--- src/hdl/assert_macros.svh ---
// Assertion macros for the mapper RTL.
// No dependencies; compiled out when SYNTHESIS is set.
`ifndef ASSERT_MACROS_SVH
`define ASSERT_MACROS_SVH
`ifndef SYNTHESIS
`define TJM_ASSERT(lbl, clk, rst_n, prop) \
  lbl: assert property (@(posedge clk) disable iff (!rst_n) prop) \
    else $error("tjm assertion failed");
`define TJM_ASSERT_ALWAYS(lbl, clk, prop) \
  lbl: assert property (@(posedge clk) prop) else $error("tjm assertion failed");
`else
`define TJM_ASSERT(lbl, clk, rst_n, prop)
`define TJM_ASSERT_ALWAYS(lbl, clk, prop)
`endif
`endif

--- src/hdl/tjm_pkg.sv ---
// Shared constants and types for the touch joystick mapper.
// No dependencies.
package tjm_pkg;
  localparam int COORD_BITS_DEF = 12;
  localparam int FRAC_BITS_DEF  = 14;
  localparam int QUEUE_DEPTH    = 2;

  localparam logic CMD_TOUCH   = 1'b0;
  localparam logic CMD_RELEASE = 1'b1;

  typedef enum logic [1:0] {
    REG_CENTER_X,
    REG_CENTER_Y,
    REG_RADIUS,
    REG_DEAD_ZONE
  } cfg_addr_t;
endpackage

--- src/hdl/tjm_in_if.sv ---
// Input channel: touch or release items.
// Depends on tjm_pkg.
interface tjm_in_if import tjm_pkg::*; #(
  parameter int COORD_BITS = COORD_BITS_DEF
);
  logic                  valid;
  logic                  ready;
  logic                  cmd;
  logic [COORD_BITS-1:0] touch_x;
  logic [COORD_BITS-1:0] touch_y;

  modport source (output valid, cmd, touch_x, touch_y, input ready);
  modport sink (input valid, cmd, touch_x, touch_y, output ready);
endinterface

--- src/hdl/tjm_cfg_if.sv ---
// Configuration write channel: register address and data.
// Depends on tjm_pkg.
interface tjm_cfg_if import tjm_pkg::*; #(
  parameter int COORD_BITS = COORD_BITS_DEF,
  parameter int FRAC_BITS  = FRAC_BITS_DEF
);
  localparam int DATA_W = (COORD_BITS > FRAC_BITS + 1) ? COORD_BITS : FRAC_BITS + 1;

  logic              valid;
  logic              ready;
  cfg_addr_t         addr;
  logic [DATA_W-1:0] data;

  modport source (output valid, addr, data, input ready);
  modport sink (input valid, addr, data, output ready);
endinterface

--- src/hdl/tjm_front.sv ---
// Front end: configuration registers, input accept, offsets and squared distance.
// Depends on tjm_pkg, tjm_in_if, tjm_cfg_if.
module tjm_front import tjm_pkg::*; #(
  parameter int COORD_BITS = COORD_BITS_DEF,
  parameter int FRAC_BITS  = FRAC_BITS_DEF,
  parameter int ENT_W      = 8 * COORD_BITS_DEF + 4
) (
  input  logic                  clk,
  input  logic                  rst_n,
  tjm_in_if.sink                in_ch,
  tjm_cfg_if.sink               cfg_ch,
  output logic [COORD_BITS-1:0] center_x,
  output logic [COORD_BITS-1:0] center_y,
  output logic [COORD_BITS-2:0] radius,
  output logic [FRAC_BITS:0]    dead_zone,
  output logic                  push_vld,
  input  logic                  push_rdy,
  output logic [ENT_W-1:0]      push_data
);
  localparam int C = COORD_BITS;
  localparam logic [C-1:0]         CENTER_RST = (C)'(1) << (C - 1);
  localparam logic [C-2:0]         RADIUS_RST = (C - 1)'(1) << (C - 4);
  localparam logic [FRAC_BITS:0]   DZ_RST     = (FRAC_BITS + 1)'((1 << FRAC_BITS) / 10);

  logic [C-1:0]       center_x_r, center_y_r;
  logic [C-2:0]       radius_r;
  logic [FRAC_BITS:0] dead_zone_r;

  logic               f_vld_r, f_vld_nxt;
  logic [ENT_W-1:0]   f_data_r, f_data_nxt;
  logic               accept, push;

  logic signed [C:0]  dx, dy;
  logic [C:0]         neg_x, neg_y;
  logic [C-1:0]       mag_x, mag_y;
  logic [2*C-1:0]     sq_x, sq_y;
  logic [2*C:0]       d2;

  assign cfg_ch.ready = 1'b1;

  always_ff @(posedge clk) begin
    if (!rst_n) begin
      center_x_r  <= CENTER_RST;
      center_y_r  <= CENTER_RST;
      radius_r    <= RADIUS_RST;
      dead_zone_r <= DZ_RST;
    end else if (cfg_ch.valid) begin
      unique case (cfg_ch.addr)
        REG_CENTER_X:  center_x_r  <= cfg_ch.data[C-1:0];
        REG_CENTER_Y:  center_y_r  <= cfg_ch.data[C-1:0];
        REG_RADIUS:    radius_r    <= cfg_ch.data[C-2:0];
        REG_DEAD_ZONE: dead_zone_r <= cfg_ch.data[FRAC_BITS:0];
        default: ;
      endcase
    end
  end

  assign center_x  = center_x_r;
  assign center_y  = center_y_r;
  assign radius    = radius_r;
  assign dead_zone = dead_zone_r;

  assign dx    = signed'({1'b0, in_ch.touch_x}) - signed'({1'b0, center_x_r});
  assign dy    = signed'({1'b0, in_ch.touch_y}) - signed'({1'b0, center_y_r});
  assign neg_x = -dx;
  assign neg_y = -dy;
  assign mag_x = dx[C] ? neg_x[C-1:0] : dx[C-1:0];
  assign mag_y = dy[C] ? neg_y[C-1:0] : dy[C-1:0];
  assign sq_x  = mag_x * mag_x;
  assign sq_y  = mag_y * mag_y;
  assign d2    = {1'b0, sq_x} + {1'b0, sq_y};

  assign push         = f_vld_r && push_rdy;
  assign in_ch.ready  = !f_vld_r || push_rdy;
  assign accept       = in_ch.valid && in_ch.ready;
  assign f_vld_nxt    = accept ? 1'b1 : (push ? 1'b0 : f_vld_r);
  assign f_data_nxt   = {in_ch.cmd == CMD_RELEASE, dx[C], dy[C], mag_x, mag_y,
                         sq_x, sq_y, d2};

  always_ff @(posedge clk) begin
    if (!rst_n) begin
      f_vld_r <= 1'b0;
    end else begin
      f_vld_r <= f_vld_nxt;
    end
  end

  always_ff @(posedge clk) begin
    if (accept) begin
      f_data_r <= f_data_nxt;
    end
  end

  assign push_vld  = f_vld_r;
  assign push_data = f_data_r;
endmodule

--- src/flat_wrapper.sv ---
// flat-port wrapper written by rule: the top's interface ports become plain ports
module tjm_front_flat import tjm_pkg::*;
#(
  parameter int COORD_BITS = COORD_BITS_DEF,
  parameter int FRAC_BITS  = FRAC_BITS_DEF,
  parameter int ENT_W      = 8 * COORD_BITS_DEF + 4
)
  (clk, rst_n, center_x, center_y, radius, dead_zone, push_vld, push_rdy, push_data, in_ch_valid, in_ch_cmd, in_ch_touch_x, in_ch_touch_y, in_ch_ready, cfg_ch_valid, cfg_ch_addr, cfg_ch_data, cfg_ch_ready);
  tjm_in_if #(.COORD_BITS(COORD_BITS)) in_ch_i ();
  tjm_cfg_if #(.COORD_BITS(COORD_BITS), .FRAC_BITS(FRAC_BITS)) cfg_ch_i ();
  input  logic clk;
  input  logic rst_n;
  output logic [COORD_BITS-1:0] center_x;
  output logic [COORD_BITS-1:0] center_y;
  output logic [COORD_BITS-2:0] radius;
  output logic [FRAC_BITS:0] dead_zone;
  output logic push_vld;
  input  logic push_rdy;
  output logic [ENT_W-1:0] push_data;
  input wire logic [$bits(in_ch_i.valid)-1:0] in_ch_valid;
  input wire logic [$bits(in_ch_i.cmd)-1:0] in_ch_cmd;
  input wire logic [$bits(in_ch_i.touch_x)-1:0] in_ch_touch_x;
  input wire logic [$bits(in_ch_i.touch_y)-1:0] in_ch_touch_y;
  output wire logic [$bits(in_ch_i.ready)-1:0] in_ch_ready;
  input wire logic [$bits(cfg_ch_i.valid)-1:0] cfg_ch_valid;
  input wire logic [$bits(cfg_ch_i.addr)-1:0] cfg_ch_addr;
  input wire logic [$bits(cfg_ch_i.data)-1:0] cfg_ch_data;
  output wire logic [$bits(cfg_ch_i.ready)-1:0] cfg_ch_ready;
  assign in_ch_i.valid = in_ch_valid;
  assign in_ch_i.cmd = in_ch_cmd;
  assign in_ch_i.touch_x = in_ch_touch_x;
  assign in_ch_i.touch_y = in_ch_touch_y;
  assign in_ch_ready = in_ch_i.ready;
  assign cfg_ch_i.valid = cfg_ch_valid;
  assign cfg_ch_i.addr = cfg_ch_addr;
  assign cfg_ch_i.data = cfg_ch_data;
  assign cfg_ch_ready = cfg_ch_i.ready;
  tjm_front #(.COORD_BITS(COORD_BITS), .FRAC_BITS(FRAC_BITS), .ENT_W(ENT_W)) u_core (.clk(clk), .rst_n(rst_n), .in_ch(in_ch_i), .cfg_ch(cfg_ch_i), .center_x(center_x), .center_y(center_y), .radius(radius), .dead_zone(dead_zone), .push_vld(push_vld), .push_rdy(push_rdy), .push_data(push_data));
endmodule
--- config.mk ---
export PLATFORM = sky130hd
export DESIGN_NAME = tjm_front_flat
export DESIGN_NICKNAME = d
export VERILOG_FILES = /design/src/hdl/assert_macros.svh /design/src/hdl/tjm_pkg.sv /design/src/hdl/tjm_in_if.sv /design/src/hdl/tjm_cfg_if.sv /design/src/hdl/tjm_front.sv /design/src/flat_wrapper.sv
export SDC_FILE = /design/constraint.sdc
export NUM_CORES = 1
export LEC_CHECK = 0
export BUFFER_PORTS_ARGS = -buffer_cell sky130_fd_sc_hd__buf_2
export CAP_MARGIN = 15
export CORE_MARGIN = 2
export CORE_UTILIZATION = 60
export DETAILED_ROUTE_END_ITERATION = 10
export PLACE_DENSITY_LB_ADDON = 0.2
export SYNTH_ARGS = -nofsm -noshare
export SYNTH_HDL_FRONTEND = slang
export SYNTH_SLANG_ARGS = --single-unit
export TNS_END_PERCENT = 30
--- constraint.sdc ---
create_clock -name clk -period 11.9 [get_ports clk]
set_clock_uncertainty 0.15 [all_clocks]
set_input_delay 1.785 -clock clk [delete_from_list [all_inputs] [get_ports clk]]
set_output_delay 1.785 -clock clk [all_outputs]
set_load 0.02 [all_outputs]
Yosys cells after proc, flatten, opt, wreduce, memory -nomap -nowiden
Index checks and enable logic that the tools add are counted.
Cells by class
  equal/unequal tests: 3
  reductions and logical operators: 10
  add/subtract/negate cells: 5
  multiply operators: 2
  multiplexer cells: 4
  div/mod/pow operators: 0
  bitwise operators: 0
  magnitude comparators: 0
  shift-type cells: 0
Operator list (count)
  $mul A12 B12 Y24: 2
  $sub A12 B12 Y13: 2
  $add A24 B24 Y25: 1
  $mux W12: 2
  $neg A12 Y12: 2
  $reduce_and A2 Y1: 4
  $eq A2 B2 Y1 const B: 2
  $eq A2 B1 Y1 const B: 1
  $logic_and A1 B1 Y1: 2
  $logic_not A2 Y1: 1
  $mux W1: 2
  $reduce_bool A2 Y1: 1
  $logic_not A1 Y1: 1
  $logic_or A1 B1 Y1: 1
Word-level totals
  input bits: 47
  latch bits: 0
  bits in writable memories: 0
  memories: 0
  memory bits (read-only): 0
  word-level logic and storage cells: 30
  bits in registers: 151

Depth between registers and ports, before layout
  word-level depth: 5
  depth in mapped cells: 42
  gate-level depth less buffers: 41

Worst setup path before layout
OpenSTA, ideal clock, no wires.
  path kind: in2reg
  start: input port in_ch_touch_x[4]
  end: register u_core.f_data_r[23] (netlist: u_core.push_data[23]) (data pin)
  path buffers: 0
  arrival: 9.812 ns
  library setup time: 0.259 ns
  stages: 34
  setup slack: 1.679 ns
  cells stage by stage: ha_1 a21o_1 or3_1 o21ba_1 o21a_1 or2_1 and3_1 a31o_2 nor2_1 nor2_1 fa_1 inv_1 fa_1 inv_1 fa_1 fa_1 inv_1 fa_1 inv_1 ha_1 and4_1 a31oi_1 o21a_1 a21boi_0 nor2_1 xnor2_1 ha_1 or2_2 a31o_2 a21oi_1 o21a_1 o21ai_0 nor4bb_1 a211o_1
On the way
  longest elaborated chain between the ends: 5
RTL lines
  from (decl): RTL line flat_wrapper.sv:22  | input wire logic [$bits(in_ch_i.touch_x)-1:0] in_ch_touch_x;
  $sub A12 B12 Y13 (*): RTL line tjm_front.sv:63  | assign dx = signed'({1'b0, in_ch.touch_x}) - signed'({1'b0, center_x_r});
  $neg A12 Y12: RTL line tjm_front.sv:65  | assign neg_x = -dx;
  $mux W12 (*): RTL line tjm_front.sv:67  | assign mag_x = dx[C] ? neg_x[C-1:0] : dx[C-1:0];
  $mul A12 B12 Y24 (*): RTL line tjm_front.sv:69  | assign sq_x = mag_x * mag_x;
  via u_core.sq_x[15]: RTL line tjm_front.sv:36  | logic [2*C-1:0] sq_x, sq_y;
  $add A24 B24 Y25 (*): RTL line tjm_front.sv:71  | assign d2 = {1'b0, sq_x} + {1'b0, sq_y};
  via u_core.d2[23]: RTL line tjm_front.sv:37  | logic [2*C:0] d2;
  to (signal assigned): RTL line tjm_front.sv:90  | f_data_r <= f_data_nxt;
  to (decl): RTL line tjm_front.sv:30  | logic [ENT_W-1:0] f_data_r, f_data_nxt;
Mark *: on every way through the listed nets, which the timed path passes. The rest lies on a longest branch.
A chain may end at the register's enable or synchronous reset.

Worst setup path in the final report
  start: input port in_ch_touch_x[0]
  end: register u_core.f_data_r[22] (netlist: u_core.push_data[22]) (data pin)
RTL lines
  $sub A12 B12 Y13: RTL line tjm_front.sv:63
  via u_core.dx[12]: RTL line tjm_front.sv:33  | logic signed [C:0] dx, dy;
  $mux W12: RTL line tjm_front.sv:67
  via u_core.mag_x[8]: RTL line tjm_front.sv:35  | logic [C-1:0] mag_x, mag_y;
  $mul A12 B12 Y24: RTL line tjm_front.sv:69
  via u_core.sq_x[13]: RTL line tjm_front.sv:36
  $add A24 B24 Y25: RTL line tjm_front.sv:71
  via u_core.d2[22]: RTL line tjm_front.sv:37
The timed path passes the listed nets, and every way through them passes these cells.

==> out/metrics.yaml <==
timing:
  setup-tns-final_ns: 0
  finalCritPeriodShare: 0.935
  tightest_slew_ns: 1.08
  relSlewSlack: 0.279
  setup_viol: 0
  rsz0062_at_grt: "no"
  finalHoldViolCount: 0
  report.final.slew_viol_count: 0
  max_freq_ghz: 0.0899
  min_period_ns: 11.12
logic_synthesis:
  synth-edff-count: 96
  ys_ff_latch: 147
  yosysSeqAreaShare: 0.258
  ys_types: 70
  synthTopCellsByCount: "inv_1 (302), nand2_1 (188), fa_1 (162)"
  avgSynthCellArea_um2: 9.29
  syn-cell-area_um2: 15100
  synth_top_cell_by_area: "fa_1"
  synth_area_leaders: "fa_1 (21%), edfxtp_1 (19%), ha_1 (13%)"
  yosysTopAreaCellShare: 0.214
  yosysWarningCount: 0
  async_reset_ff_frac: 0
  ys.flop_type: "edfxtp_1"
  syn_inst: 1631
  yosysMostFrequentCell: "inv_1"
worst_hold_path:
  holdCritStartpoint: "u_core.radius[2]"
  hold_end: "u_core.radius[2]"
  min_path_cells: 2
  hold_class: "reg2reg"
critical_path:
  cp.arrival_ns: 11.14
  reg2reg_to: "u_core.push_data[22]"
  critPathMaxStageDelay_ns: 0.77
  worst-setup-path-type: "in2reg"
  cp_max_fo: 11
  cp-start-kind: "input pin"
  slowest_stage: "o21bai_1"
  r2r_cells: 36
  critPathLaunch: "in_ch_touch_x[0]"
  cp-end-kind: "register"
  cp.required_ns: 11.92
  worstReg2RegStart: "u_core.center_x[0]"
  rrSetupSlack_ns: 1.90
clock_network:
  htreeDepth: 4
  clk_latency_ns: 0.43
  path_clk_slew_ns: 0.06
  tritoncts: "built"
  cts.repair.resized: 0
  cts_buffers: 17
  postCtsSetupRepairBufs: 0
  clk_path_buf_depth: 2
  root_buffer: "clkbuf_16"
  hold_buffers: 0
  clkSinkCount: 147
detailed_routing:
  ant_nets: 0
  first_pass_iters: 8
  viasPerCell: 5.58
  wl_um: 37100
  post_drt_wl_per_cell_um: 17.1
  num_vias: 12100
  drc: 0
  drt_iter0_drc: 870
cells_and_area:
  nNetsFinal: 2199
  antenna_cells: 0
  fin_area_um2: 17100
  syn_to_final_growth_pct: 13.0
  final_layout_size_suffix_gt1_frac: 0.153
place:
  placed_area_um2: 16500
  io_buffers: 196
  gp_congestion: 0.972
  hpwl_um: 30000
global_routing:
  antenna_found_initial: 0
  grt_overflow: 0
  grt_max_degree: 83
  grt_pass1_vias: 12400
  grt.total_usage: 0.293
  grt_pass1_wl_um: 61000
outcome:
  outcome: "completed"
floorplan:
  die_x_um: 163
  ios: 200
  placement_rows: 58
  start_util: 0.607
  die-height_um: 163
  die_area_um2: 26500
  coreArea_um2: 25000
run:
  cap_violations: 0
[metrics by stage]
stage | worst slack (ns) | utilization | hold slack [ns] | cells
final | 0.777 | 0.686 | 0.319 | 2173
after global placement | 0.718 | 0.662 | 0.296 | 2142
after global routing | 0.120 | 0.686 | 0.349 | 2173
after floorplan | 1.68 | - | 0.389 | 1632
after detailed placement | 0.508 | 0.662 | 0.307 | 2142
after CTS | 0.926 | 0.686 | 0.322 | 2173
[placed cells by master, fill, tap and decap left out, drive strengths merged, types with 34 or more instances in the layout]
cell and count:
a21boi 45, a21oi 71, buf 212, dfxtp 51, edfxtp 96, fa 162
ha 159, inv 324, nand2 188, nor2 149, o21ai 38, xnor2 56
xor2 34
[worst max-delay path: cells and delay by family]
| kind | cells | cell delay (ns) |
|---|---|---|
| XOR/XNOR | 3 | 0.48 |
| AO/OA/AOI/OAI | 10 | 2.97 |
| AND/OR/NAND/NOR | 9 | 1.66 |
| buffers and inverters | 7 | 0.76 |
| adder cells (fa/ha/maj) | 9 | 3.50 |
[layout make-up]
| type | count | area [µm²] |
|---|---|---|
| clock inverter | 8 | 58.8 |
| sequential | 147 | 3900 |
| fill | 2001 | 7850 |
| inverter | 319 | 1200 |
| multi-input combinational | 1134 | 9910 |
| tap | 330 | 413 |
| clock buffer | 23 | 534 |
| timing repair buffer | 212 | 1100 |
[per-layer routing]
layer  share of wire  global-route usage  wire (µm)
met1            0.41               0.371      15200
met2            0.49               0.505      18100
met3           0.076              0.0591       2830
met4           0.026              0.0933        955
met5               0                   0          0
[flip-flops by register name (all words and copies together), names as in the netlist]
signal	count
u_core.radius	11
u_core.push_data	96
u_core.center_x	12
u_core.center_y	12
u_core.dead_zone	15
u_core.push_vld	1
[worst max path at each step]
stage,endpoint,slack (ns)
global route,u_core.push_data[23],0.12
global placement,u_core.push_data[24],0.72
CTS,u_core.push_data[23],0.93
finish,u_core.push_data[22],0.78
detailed placement,u_core.push_data[23],0.51
floorplan,u_core.push_data[23],1.68
[cell families after synthesis]
kind of cell / Yosys count / share of synthesized area
and+or+nand+nor: 433 / 0.123
buffers and inverters: 351 / 0.0887
adders and majority gates: 321 / 0.346
AOI/OAI and AO/OA: 284 / 0.128
DFF: 147 / 0.258
xor gates and xnor gates: 90 / 0.0550
muxes: 3 / 0.00215
other: 2 / 0.000496
Power is not shown: default switching activity piles up to over one toggle a cycle in this logic, so the estimate is an artifact.
