===== src/hdl/assert_macros.svh =====
// Assertion macros for the mapper RTL.
// No dependencies; compiled out when SYNTHESIS is set.
`ifndef ASSERT_MACROS_SVH
`define ASSERT_MACROS_SVH
`ifndef SYNTHESIS
`define TJM_ASSERT(lbl, clk, rst_n, prop) \
  lbl: assert property (@(posedge clk) disable iff (!rst_n) prop) \
    else $error("tjm assertion failed");
`define TJM_ASSERT_ALWAYS(lbl, clk, prop) \
  lbl: assert property (@(posedge clk) prop) else $error("tjm assertion failed");
`else
`define TJM_ASSERT(lbl, clk, rst_n, prop)
`define TJM_ASSERT_ALWAYS(lbl, clk, prop)
`endif
`endif


===== src/hdl/tjm_queue.sv =====
// Short queue between front end and back end.
// Depends on assert_macros.svh.
`include "assert_macros.svh"
module tjm_queue #(
  parameter int WIDTH = 100,
  parameter int DEPTH = 2
) (
  input  logic             clk,
  input  logic             rst_n,
  input  logic             push_vld,
  output logic             push_rdy,
  input  logic [WIDTH-1:0] push_data,
  output logic             pop_vld,
  input  logic             pop_rdy,
  output logic [WIDTH-1:0] pop_data
);
  localparam int PTR_W = (DEPTH > 1) ? $clog2(DEPTH) : 1;
  localparam int CNT_W = $clog2(DEPTH + 1);

  logic [WIDTH-1:0] mem [DEPTH];
  logic [PTR_W-1:0] wr_ptr_r, wr_ptr_nxt, rd_ptr_r, rd_ptr_nxt;
  logic [CNT_W-1:0] cnt_r, cnt_nxt;
  logic             push, pop;

  assign push_rdy = cnt_r != CNT_W'(DEPTH);
  assign pop_vld  = cnt_r != '0;
  assign push     = push_vld && push_rdy;
  assign pop      = pop_vld && pop_rdy;
  assign pop_data = mem[rd_ptr_r];

  always_comb begin
    wr_ptr_nxt = wr_ptr_r;
    rd_ptr_nxt = rd_ptr_r;
    cnt_nxt    = cnt_r;
    if (push) begin
      wr_ptr_nxt = (wr_ptr_r == PTR_W'(DEPTH - 1)) ? '0 : wr_ptr_r + 1'b1;
    end
    if (pop) begin
      rd_ptr_nxt = (rd_ptr_r == PTR_W'(DEPTH - 1)) ? '0 : rd_ptr_r + 1'b1;
    end
    if (push && !pop) begin
      cnt_nxt = cnt_r + 1'b1;
    end else if (pop && !push) begin
      cnt_nxt = cnt_r - 1'b1;
    end
  end

  always_ff @(posedge clk) begin
    if (!rst_n) begin
      wr_ptr_r <= '0;
      rd_ptr_r <= '0;
      cnt_r    <= '0;
    end else begin
      wr_ptr_r <= wr_ptr_nxt;
      rd_ptr_r <= rd_ptr_nxt;
      cnt_r    <= cnt_nxt;
    end
  end

  always_ff @(posedge clk) begin
    if (push) begin
      mem[wr_ptr_r] <= push_data;
    end
  end

  `TJM_ASSERT(a_cnt_bound, clk, rst_n, cnt_r <= CNT_W'(DEPTH))
  `TJM_ASSERT(a_empty_ptrs, clk, rst_n, (cnt_r == '0) |-> (wr_ptr_r == rd_ptr_r))
  `TJM_ASSERT(a_cnt_inc, clk, rst_n, (push && !pop) |=> (cnt_r == $past(cnt_r) + 1'b1))
endmodule


===== config.mk =====
export PLATFORM = sky130hd
export DESIGN_NAME = tjm_queue
export DESIGN_NICKNAME = d
export VERILOG_FILES = /design/src/hdl/tjm_queue.sv
export VERILOG_INCLUDE_DIRS = /design/src /design/src/hdl
export SDC_FILE = /design/constraint.sdc
export NUM_CORES = 1
export LEC_CHECK = 0
export BUFFER_PORTS_ARGS = -buffer_cell sky130_fd_sc_hd__buf_2
export CORE_MARGIN = 2
export CORE_UTILIZATION = 45
export DETAILED_ROUTE_END_ITERATION = 8
export PLACE_DENSITY = 0.77
export SYNTH_ARGS = -nofsm -noshare
export SYNTH_HDL_FRONTEND = slang
export SYNTH_SLANG_ARGS = --single-unit
export TNS_END_PERCENT = 5

===== constraint.sdc =====
create_clock -name clk -period 3.9 [get_ports clk]
set_input_delay 0.39 -clock clk [delete_from_list [all_inputs] [get_ports clk]]
set_output_delay 0.39 -clock clk [all_outputs]
set_load 0.05 [all_outputs]

Yosys cells after proc, flatten, opt, wreduce, memory -nomap -nowiden
Memories as Yosys holds them, arrays and structs flattened. A register that Yosys moved wholly into a read port is not among the register bits.
Cells that the tools add are included.
{"block": "classes", "addsub": 4, "n_eq_ne": 1, "muxes": 8, "n_reduce_logical": 8}
{"op": "1-bit 2-to-1 mux", "n": 6}
{"op": "1-bit logical AND", "n": 4}
{"op": "2-bit 2-to-1 mux", "n": 2}
{"op": "2-bit nonzero test", "n": 2}
{"op": "1-bit adder (second input constant)", "n": 2}
{"op": "2-bit by 1-bit adder with 2-bit output (second input constant)", "n": 1}
{"op": "1-bit logical NOT", "n": 2}
{"op": "2-bit != test (second input constant)", "n": 1}
{"op": "2-bit by 1-bit subtractor with 2-bit output (second input constant)", "n": 1}
{"block": "word_totals", "register_bits": 4, "ram_bits": 200, "in_bits": 104, "output_inout_bits": 102, "wordCells": 25, "mem_count": 1}
{"name": "mem", "words": 2, "width": 100, "read_ports": 1, "rd_ports_with_merged_regs": 1, "wr": 1, "line": "tjm_queue.sv:20", "text": "logic [WIDTH-1:0] mem [DEPTH];"}

Longest topological paths before layout
Gate-level depths: netlist (run 1).
{"block": "depth", "word_depth": 6, "mapped_depth": 6}

Worst setup path after synthesis (run 1)
OpenSTA, ideal clock, no wires.
{"block": "synth_path", "path_kind": "reg2reg", "start": "reg cnt_r[0]", "end": "mem mem[1][0], enable pin", "arrival_ps": 3047, "slack_ps": 382, "stages_incl_launch_ff": 3, "path_buffers": 0, "cell_sequence": "dfxtp_1 > nand2b_4 > and3_1"}
{"block": "synth_between", "elab_chain_len": 4}
{"element": "start: declaration", "line": "tjm_queue.sv:22", "text": "logic [CNT_W-1:0] cnt_r, cnt_nxt;"}
{"element": "start signal: assignment", "line": "tjm_queue.sv:56", "text": "cnt_r <= cnt_nxt;"}
{"element": "2-bit != test", "line": "tjm_queue.sv:25", "text": "assign push_rdy = cnt_r != CNT_W'(DEPTH);"}
{"element": "named net push_rdy", "line": "tjm_queue.sv:11", "text": "output logic push_rdy,"}
{"element": "1-bit logical AND", "line": "tjm_queue.sv:27", "text": "assign push = push_vld && push_rdy;"}
{"element": "1-bit 2-to-1 mux", "line": "tjm_queue.sv:61", "text": "if (push) begin"}
{"element": "1-bit 2-to-1 mux (not written as such)", "line": "tjm_queue.sv:62", "text": "mem[wr_ptr_r] <= push_data;"}
{"element": "end: declaration", "line": "tjm_queue.sv:20"}
The timed path passes the listed nets, and every way through them passes these cells.

==> Flow_metrics.wiki, run 1 <==
{| class="wikitable"
! Metric !! Value
|-
| Total of cells resized after clock tree synthesis || 0
|-
| Half-perimeter wire length after detailed placement || about 8700 µm
|-
| Gate count of the mapped netlist || around 340
|-
| Library cell used as clock root buffer || sky130_fd_sc_hd__clkbuf_16
|-
| Max clock buf depth || 3
|-
| Share of the synthesized area in the top cell type || 0.8056
|-
| Clock slew at reported path FFs || 60 ps
|-
| # H-tree levels || 1
|-
| Leading cell type by number of instances after synthesis || sky130_fd_sc_hd__edfxtp_1
|-
| DR pass1 iterations || 5
|-
| Count of vias placed by the detailed router || 3805
|-
| Insertion delay to the later sink of the worst-skew pair || about 470 ps
|-
| Count of flip-flops with a built-in enable after synthesis || 200
|-
| Clock tree from TritonCTS || done
|-
| Internal Pwr Total || 0.004522 W
|-
| Combined flip-flop and latch cell area || 6110 µm²
|-
| Number of antenna cells inserted || 0
|-
| Sequential cell fraction of total power || 0.406
|-
| Wire length of the first global-routing pass || 20630 µm
|-
| Commonest cells in the synthesized netlist || sky130_fd_sc_hd__edfxtp_1 (200), sky130_fd_sc_hd__mux2_2 (100), sky130_fd_sc_hd__buf_4 (10), sky130_fd_sc_hd__dfxtp_1 (5), sky130_fd_sc_hd__and2_1 (4)
|-
| Count of boundary I/O pins || about 200
|-
| Floorplan core area || about 16000 µm²
|-
| Average wire per cell in the routed design || 16.84 µm
|-
| Effective utilization at floorplan || 0.4544
|-
| Arrival time worst endpoint || approximately 2200 ps
|-
| Warnings from Yosys || 0
|-
| Number of nets in the layout || 660
|-
| Setup repair bufs after CTS || 0
|-
| Drt drc || 0
|-
| Longest individual stage delay on the worst path || around 690 ps
|-
| Transition at the pin with the smallest max-transition slack || approximately 1200 ps
|-
| Number of global-route vias before repair || about 4200
|-
| Cell type group with the largest total delay on the critical path || flip-flops
|-
| Setup ws final || roughly 1300 ps
|-
| Total congestion overflow || 0
|-
| DIE HEIGHT || between 100 and 150 µm
|-
| Register-to-Register Setup Slack || 1560 ps
|-
| Commonest register cell after synthesis || sky130_fd_sc_hd__edfxtp_1
|-
| Inserted Clock Buffers || 20
|-
| Hold bufs inserted after CTS || 0
|-
| Relative max-transition margin || 0.2216
|-
| Critical Path Slowest Stage Cell || sky130_fd_sc_hd__dfxtp_4
|-
| Maximum number of pins on one net before global-route repair || 91
|-
| RD Place Congestion || 0.7693
|-
| Critical path peak fanout || 61
|-
| Standby leakage power || around 3.5 nW
|-
| Max Clock Skew || just under 9 ps
|-
| Unrepaired setup endpoints after global routing || false
|-
| Power density over cell area || around 760 nW/µm²
|-
| Row count || 47
|-
| Number of hold violations in the final report || 0
|-
| Area growth from synthesis to layout || 25.58%
|-
| Crit share post-route || 0.6675
|-
| Avg Cell Area, Syn || roughly 22 µm²
|-
| Setup TNS after final layout || 0 ps
|-
| Comb power frac || 0.335
|-
| Post-synth net total || between 400 and 500
|-
| Max-cap violations || 0
|-
| Number of nets still failing antenna checks after routing || 0
|-
| Number of max-slew violations in the final report || 0
|-
| Endpoint required time on the critical path || about 3500 ps
|-
| Ratio of cells with drive above 1 in the final layout || 0.6032
|-
| Dominant cell type by area after synthesis || sky130_fd_sc_hd__edfxtp_1
|-
| Fraction of the yosys area taken by sequential cells || 0.8191
|-
| Crit Path Class || register to output port
|-
| Sort of element at the start of the critical path || register
|-
| Cell-by-cell listing of the critical path || buf_12 > mux2_2 > buf_2
|-
| Initial drt markers || 162
|-
| Power dissipated by switching net loads || 0.002565 W
|-
| Fmax || ~0.38 GHz
|-
| Buffer and inverter count on the worst path || 2
|-
| Layout filler cell count || around 1300
|-
| Synth async-reset ratio || 0
|-
| Post-Syn Area || 7455 µm²
|-
| Min Tclk post-route || 2603 ps
|-
| Total Routing Usage GR || 0.1484
|-
| Final Setup Violations || 0
|-
| Min-delay worst type || input pin to register
|-
| Antenna violations before repair || 0
|-
| Cell types occupying the most area after synthesis || sky130_fd_sc_hd__edfxtp_1 (81%), sky130_fd_sc_hd__mux2_2 (15%), sky130_fd_sc_hd__dfxtp_1 (1.3%)
|-
| Die Width || ~130 µm
|-
| Worst Setup End Kind || output port
|-
| Clock network fraction of design power || 0.259
|-
| Maximum resistive drop on vdd || just over 0.0006 V
|-
| Netlist cell types || 20
|-
| Wire length reported by the detailed router || ~13000 µm
|-
| Floorplan die area || 17610 µm²
|-
| Outcome || complete, no violations
|-
| Total clock sinks || ~210
|-
| Flip-flop and latch count after synthesis || 205
|-
| Fraction of power spent switching nets || 0.3619
|-
| Footprint of the multi-input gates || 1270 µm²
|-
| Count of port buffers added during placement || roughly 210
|-
| Detail-routed via count per cell || 4.835
|-
| Placement Setup Slack || ~1600 ps
|}
==> cell type report <==
class                   instances  share of cell area
flip-flops and latches        205              0.6526
multi-input cells             118              0.1357
repair buffers                209              0.1141
clock buffers                  22             0.05654
well taps                     220             0.02940
clock inverters                12             0.01096
inverters                       1           0.0006683
==> cells by family after synthesis <==
group / count (synthesis) / share of synthesized area
compound gates: 5 / 0.004699
simple gates: 9 / 0.008729
xor+xnor: 3 / 0.003525
flops: 205 / 0.8191
fa+ha+maj: 1 / 0.001678
buf+inv: 12 / 0.01124
mux: 100 / 0.1511
==> sequential cells by signal (all words and copies together) (netlist names), named ones only <==
name / cells
rd_ptr_r: 1
mem: 200
cnt_r: 2
wr_ptr_r: 1
==> cells in the final DEF, fill, tap and decap left out, types with 2 or more instances in the layout <==
master and n:
sky130_fd_sc_hd__buf_2 205, sky130_fd_sc_hd__edfxtp_1 200, sky130_fd_sc_hd__mux2_2 100, sky130_fd_sc_hd__clkbuf_16 21, sky130_fd_sc_hd__clkinv_1 6, sky130_fd_sc_hd__and2_1 4
sky130_fd_sc_hd__clkinv_2 4, sky130_fd_sc_hd__dfxtp_1 4, sky130_fd_sc_hd__buf_4 3, sky130_fd_sc_hd__xnor2_1 2, sky130_fd_sc_hd__bufinv_16 2
==> per-stage QoR <==
| stage | power (W) | util | hold WS (ps) | cell area [µm²] | cells |
|---|---|---|---|---|---|
| final | 0.007087 | 0.5706 | 97.86 | 9361 | 787 |
| after global routing | 0.007354 | 0.5706 | 77.91 | 9361 | 787 |
| after CTS | 0.007172 | 0.5706 | 76.51 | 9361 | 787 |
| after detailed placement | 0.005324 | 0.5321 | 533.0 | 8730 | 753 |
| after global placement | 0.005273 | 0.5321 | 522.7 | 8730 | 753 |
| after floorplan | 0.004830 | - | 488.9 | 7455 | 335 |
==> power groups by stage <==
stage	logic (W)	registers [W]	clock network, W
after global placement	0.00236	0.00291	0
final	0.00237	0.00288	0.00184
after global routing	0.00248	0.00291	0.00196
after detailed placement	0.00239	0.00293	0
after floorplan	0.00196	0.00287	0
after CTS	0.00240	0.00289	0.00188
==> worst reg2reg max path: cells and delay by family, from the launching register on <==
kind                   cells  cell delay (ps)
buffers and inverters      2             1280
DFF                        1              430
and+or+nand+nor            2              340
==> layer usage <==
metal	vias up	track usage	wire length [µm]	share of wire
li1	1769	-	-	-
met5	-	0	0	0
met3	25	0.03946	908	0.068
met1	1879	0.1706	5225	0.39
met2	132	0.2706	6870	0.52
met4	0	0.04600	252	0.019
==> final timing paths <==
| kind | startpoint | endpoint | depth (start not counted) |
|---|---|---|---|
| setup reg to reg | cnt_r[0] | mem[0][58] | 4 |
| hold reg to reg | cnt_r[1] | cnt_r[1] | 2 |
| setup / recovery | register | pop_data[44] | 3 |
| hold / removal | push_data[52] | mem[1][52] | 1 |
No activity file was read; power rests on OpenSTA's default activity.
==> run 2: changes to the inputs <==
ABC_AREA = 1   (was not set)
PLACE_DENSITY = 0.79   (was 0.77)
clock period = 2.2 ns   (was 3.9 ns; I/O delays follow)
==> run 2 against run 1 <==
  * Sequential power rose by 78%
  * Worst setup slack got worse by 1200 ps
  * Core utilization rose by 5.7 points
==> Flow_metrics.wiki, run 2 <==
{| class="wikitable"
! Metric !! Value
|-
| Outcome || complete, no violations
|-
| Number of global-route vias before repair || 4627 (+11%)
|-
| Wire length of the first global-routing pass || 23580 µm (+14%)
|-
| Initial drt markers || 157 (-3.1%)
|-
| Effective utilization at floorplan || 0.4601 (+0.005783)
|-
| Share of the core filled with cells || 0.6277 (+0.05710)
|-
| Number of max-slew violations in the final report || 0 (unchanged)
|-
| Maximum number of pins on one net before global-route repair || 46 (-49%)
|-
| Library cell used as clock root buffer || sky130_fd_sc_hd__clkbuf_16
|-
| Hold path startpoint || push_vld
|-
| Half-perimeter wire length after detailed placement || 9606 µm (+10%)
|-
| Critical R2R Launch || cnt_r[0]
|-
| Synth async-reset ratio || 0 (unchanged)
|-
| Endpoint required time on the critical path || 1980 ps (-1530 ps)
|-
| Count of flip-flops with a built-in enable after synthesis || 200 (unchanged)
|-
| Fmax || 0.4661 GHz
|-
| Setup TNS after final layout || 0 ps (unchanged)
|-
| Min-delay worst type || input pin to register
|-
| Final Setup Violations || 0 (unchanged)
|-
| Sort of element at the start of the critical path || register
|-
| Non-Filler Instances || 915 (+16%)
|-
| Fin Hold WS || 137.8 ps (+39.94 ps)
|-
| Total congestion overflow || 0 (unchanged)
|-
| Number of nets still failing antenna checks after routing || 0 (unchanged)
|-
| Cell types occupying the most area after synthesis || sky130_fd_sc_hd__edfxtp_1 (75%), sky130_fd_sc_hd__mux2_4 (19%), sky130_fd_sc_hd__buf_12 (2.5%)
|-
| Total Power || 0.01284 W (+81%)
|-
| Max-cap violations || 0 (unchanged)
|-
| Total Routing Usage GR || 0.1630 (+0.01464)
|-
| Flip-flop and latch count after synthesis || 205 (unchanged)
|-
| Netlist cell types || 14 (-30%)
|-
| Detail-routed via count per cell || 4.691 (-3.0%)
|-
| Count of vias placed by the detailed router || 4292 (+13%)
|-
| Ratio of cells with drive above 1 in the final layout || 0.5029 (-0.1003)
|-
| Largest registers || mem (200), cnt_r (2)
|-
| # H-tree levels || 1 (unchanged)
|-
| Crit Path Class || register to output port
|-
| Relative max-transition margin || 0.6226 (+0.4010)
|-
| Die Width || 137.0 µm (+3.2%)
|-
| Post-Syn Area || 7959 µm² (+6.8%)
|-
| Number of hold violations in the final report || 0 (unchanged)
|-
| Antenna violations before repair || 0 (unchanged)
|-
| Drt drc || 0 (unchanged)
|-
| Number of cells on the worst reg-to-reg path || 5 (+1)
|-
| Total clock sinks || 205 (unchanged)
|-
| Max FFs per register || 200 (unchanged)
|-
| Avg Cell Area, Syn || 22.87 µm² (+2.8%)
|-
| Hold Path End || wr_ptr_r
|-
| Row count || 48 (+2.1%)
|-
| Leading cell types in the layout, fill and taps excluded || sky130_fd_sc_hd__buf_2 (204), sky130_fd_sc_hd__edfxtp_1 (200), sky130_fd_sc_hd__dlygate4sd3_1 (101)
|-
| Commonest register cell after synthesis || sky130_fd_sc_hd__edfxtp_1
|-
| Wire length reported by the detailed router || 15770 µm (+19%)
|-
| Commonest cells in the synthesized netlist || sky130_fd_sc_hd__edfxtp_1 (200), sky130_fd_sc_hd__mux2_4 (100), sky130_fd_sc_hd__buf_12 (10), sky130_fd_sc_hd__nand2_1 (9)
|-
| Arrival time worst endpoint || 1930 ps (-280 ps)
|-
| Layout filler cell count || 1192 (-5.1%)
|-
| Max clock buf depth || 3 (unchanged)
|-
| Warnings from Yosys || 0 (unchanged)
|-
| DIE HEIGHT || 137.0 µm (+3.2%)
|-
| Min Tclk post-route || between 2000 and 2500 ps
|-
| Dominant cell type by area after synthesis || sky130_fd_sc_hd__edfxtp_1
|-
| Count of port buffers added during placement || 205 (unchanged)
|-
| Max Clock Skew || 9.087 ps (+0.3650 ps)
|-
| Insertion delay to the later sink of the worst-skew pair || 480 ps (about the same)
|-
| WHS Path Cells || 4 (+3)
|-
| Leading cell type by number of instances after synthesis || sky130_fd_sc_hd__edfxtp_1
|-
| Post-synth net total || 453 (+3.0%)
|-
| Power density over cell area || 1183 nW/µm² (+56%)
|-
| Total placed cells including tap cells || 778 (+3.3%)
|-
| Transition at the pin with the smallest max-transition slack || 566.1 ps (-601.5 ps)
|-
| RD Place Congestion || 0.7024 (-8.7%)
|-
| Setup repair bufs after CTS || 0 (unchanged)
|-
| Biggest register || mem
|-
| Share of the synthesized area in the top cell type || 0.7546 (-0.05104)
|-
| Unrepaired setup endpoints after global routing || true
|-
| Clock tree from TritonCTS || done
|-
| Maximum resistive drop on vdd || 0.0007253 V (+18%)
|-
| Floorplan core area || 17300 µm² (+5.4%)
|-
| Inserted Clock Buffers || 21 (+5.0%)
|-
| Area growth from synthesis to layout || 36.41%
|-
| DR pass1 iterations || 4 (-1)
|-
| Fraction of the yosys area taken by sequential cells || 0.7672 (-0.05189)
|-
| Critical path peak fanout || 39 (-36%)
|-
| Count of boundary I/O pins || 206 (unchanged)
|-
| Standby leakage power || 4.316 nW (+24%)
|-
| Number of nets in the layout || 782 (+18%)
|-
| Register-to-Register Setup Slack || 620 ps (-940 ps)
|-
| Number of antenna cells inserted || 0 (unchanged)
|-
| Floorplan die area || 18770 µm² (+6.6%)
|-
| Most frequent standard cell in the layout excluding fill and tap cells || sky130_fd_sc_hd__buf_2
|-
| Worst Setup End Kind || output port
|-
| Average wire per cell in the routed design || 17.24 µm (+2.3%)
|-
| Clock slew at reported path FFs || 50 ps (about the same)
|-
| Crit share post-route || 0.9753
|-
| Capture instance of the worst register-to-register path || mem[0][83]
|-
| Gate count of the mapped netlist || 348 (+3.9%)
|}
## run 2: cell types whose count changed after synthesis, moves of 2 or more
cell | before | now
sky130_fd_sc_hd__mux2_4 | 0 | 100
sky130_fd_sc_hd__xnor2_1 | 2 | 0
sky130_fd_sc_hd__buf_12 | 0 | 10
sky130_fd_sc_hd__nand2_1 | 0 | 9
sky130_fd_sc_hd__inv_1 | 1 | 8
sky130_fd_sc_hd__buf_4 | 10 | 0
sky130_fd_sc_hd__mux2_2 | 100 | 0
sky130_fd_sc_hd__and2_1 | 4 | 0
sky130_fd_sc_hd__nor2_1 | 0 | 8
## run 2: logic make-up after synthesis
kind of cell,synth area share
buffers and inverters,0.03034
flip-flops,0.7672
AO/OA/AOI/OAI,0.002830
adder cells (fa/ha/maj),0.001572
AND/OR/NAND/NOR,0.009432
multiplexers,0.1886
## run 2: cell type report
class / instances / area [µm²] / area share
sequential: 205 / 6111 / 0.5629
timing repair buffer: 317 / 2187 / 0.2015
multi-input combinational: 124 / 1659 / 0.1528
clock buffer: 30 / 559.3 / 0.05152
tap: 225 / 281.5 / 0.02593
inverter: 8 / 32.53 / 0.002996
clock inverter: 6 / 26.28 / 0.002420
## run 2: metal layers
metal  global-route usage  wire length [µm]  vias up
met4              0.04353               350        0
met3              0.03778               905       32
met5                    0                 0        -
met1               0.1989              6269     2085
met2               0.2908              8247      162
li1                     -                 -     2013
## run 2: where the power goes
| part | switching [W] | internal, W |
|---|---|---|
| clock | 0.00131 | 0.00176 |
| combinational | 0.00307 | 0.00156 |
| sequential | 0.000202 | 0.00494 |
## run 2: worst max path at each step
| stage | to | slack, ps | cells past startpoint |
|---|---|---|---|
| after global placement | pop_data[65] | 550 | 3 |
| final | pop_data[85] | 50 | 3 |
| after global routing | pop_data[59] | -20 | 3 |
| after floorplan | mem[0][0] | -310 | 4 |
| after CTS | pop_data[65] | 30 | 3 |
| after detailed placement | pop_data[65] | 540 | 3 |
## run 2: critical path, cell delays in order (launching register included)
cell	delay, ps
sky130_fd_sc_hd__dfxtp_4	530
sky130_fd_sc_hd__buf_16	300
sky130_fd_sc_hd__mux2_4	350
sky130_fd_sc_hd__buf_2	220
## run 2: timing repair
item                       in CTS  in global routing
resized for setup               0                  4
setup endpoints to repair       0                 16
hold endpoints to repair      201                  0
hold buffers                  101                  0
## run 2: stage by stage
step,setup WS (ps),area (µm²)
2_1_floorplan,-305.8,8010
3_3_place_gp,550.0,9243
3_5_place_dp,543.9,9243
4_1_cts,33.23,10840
5_1_grt,-15.73,10860
6_report,54.34,10860
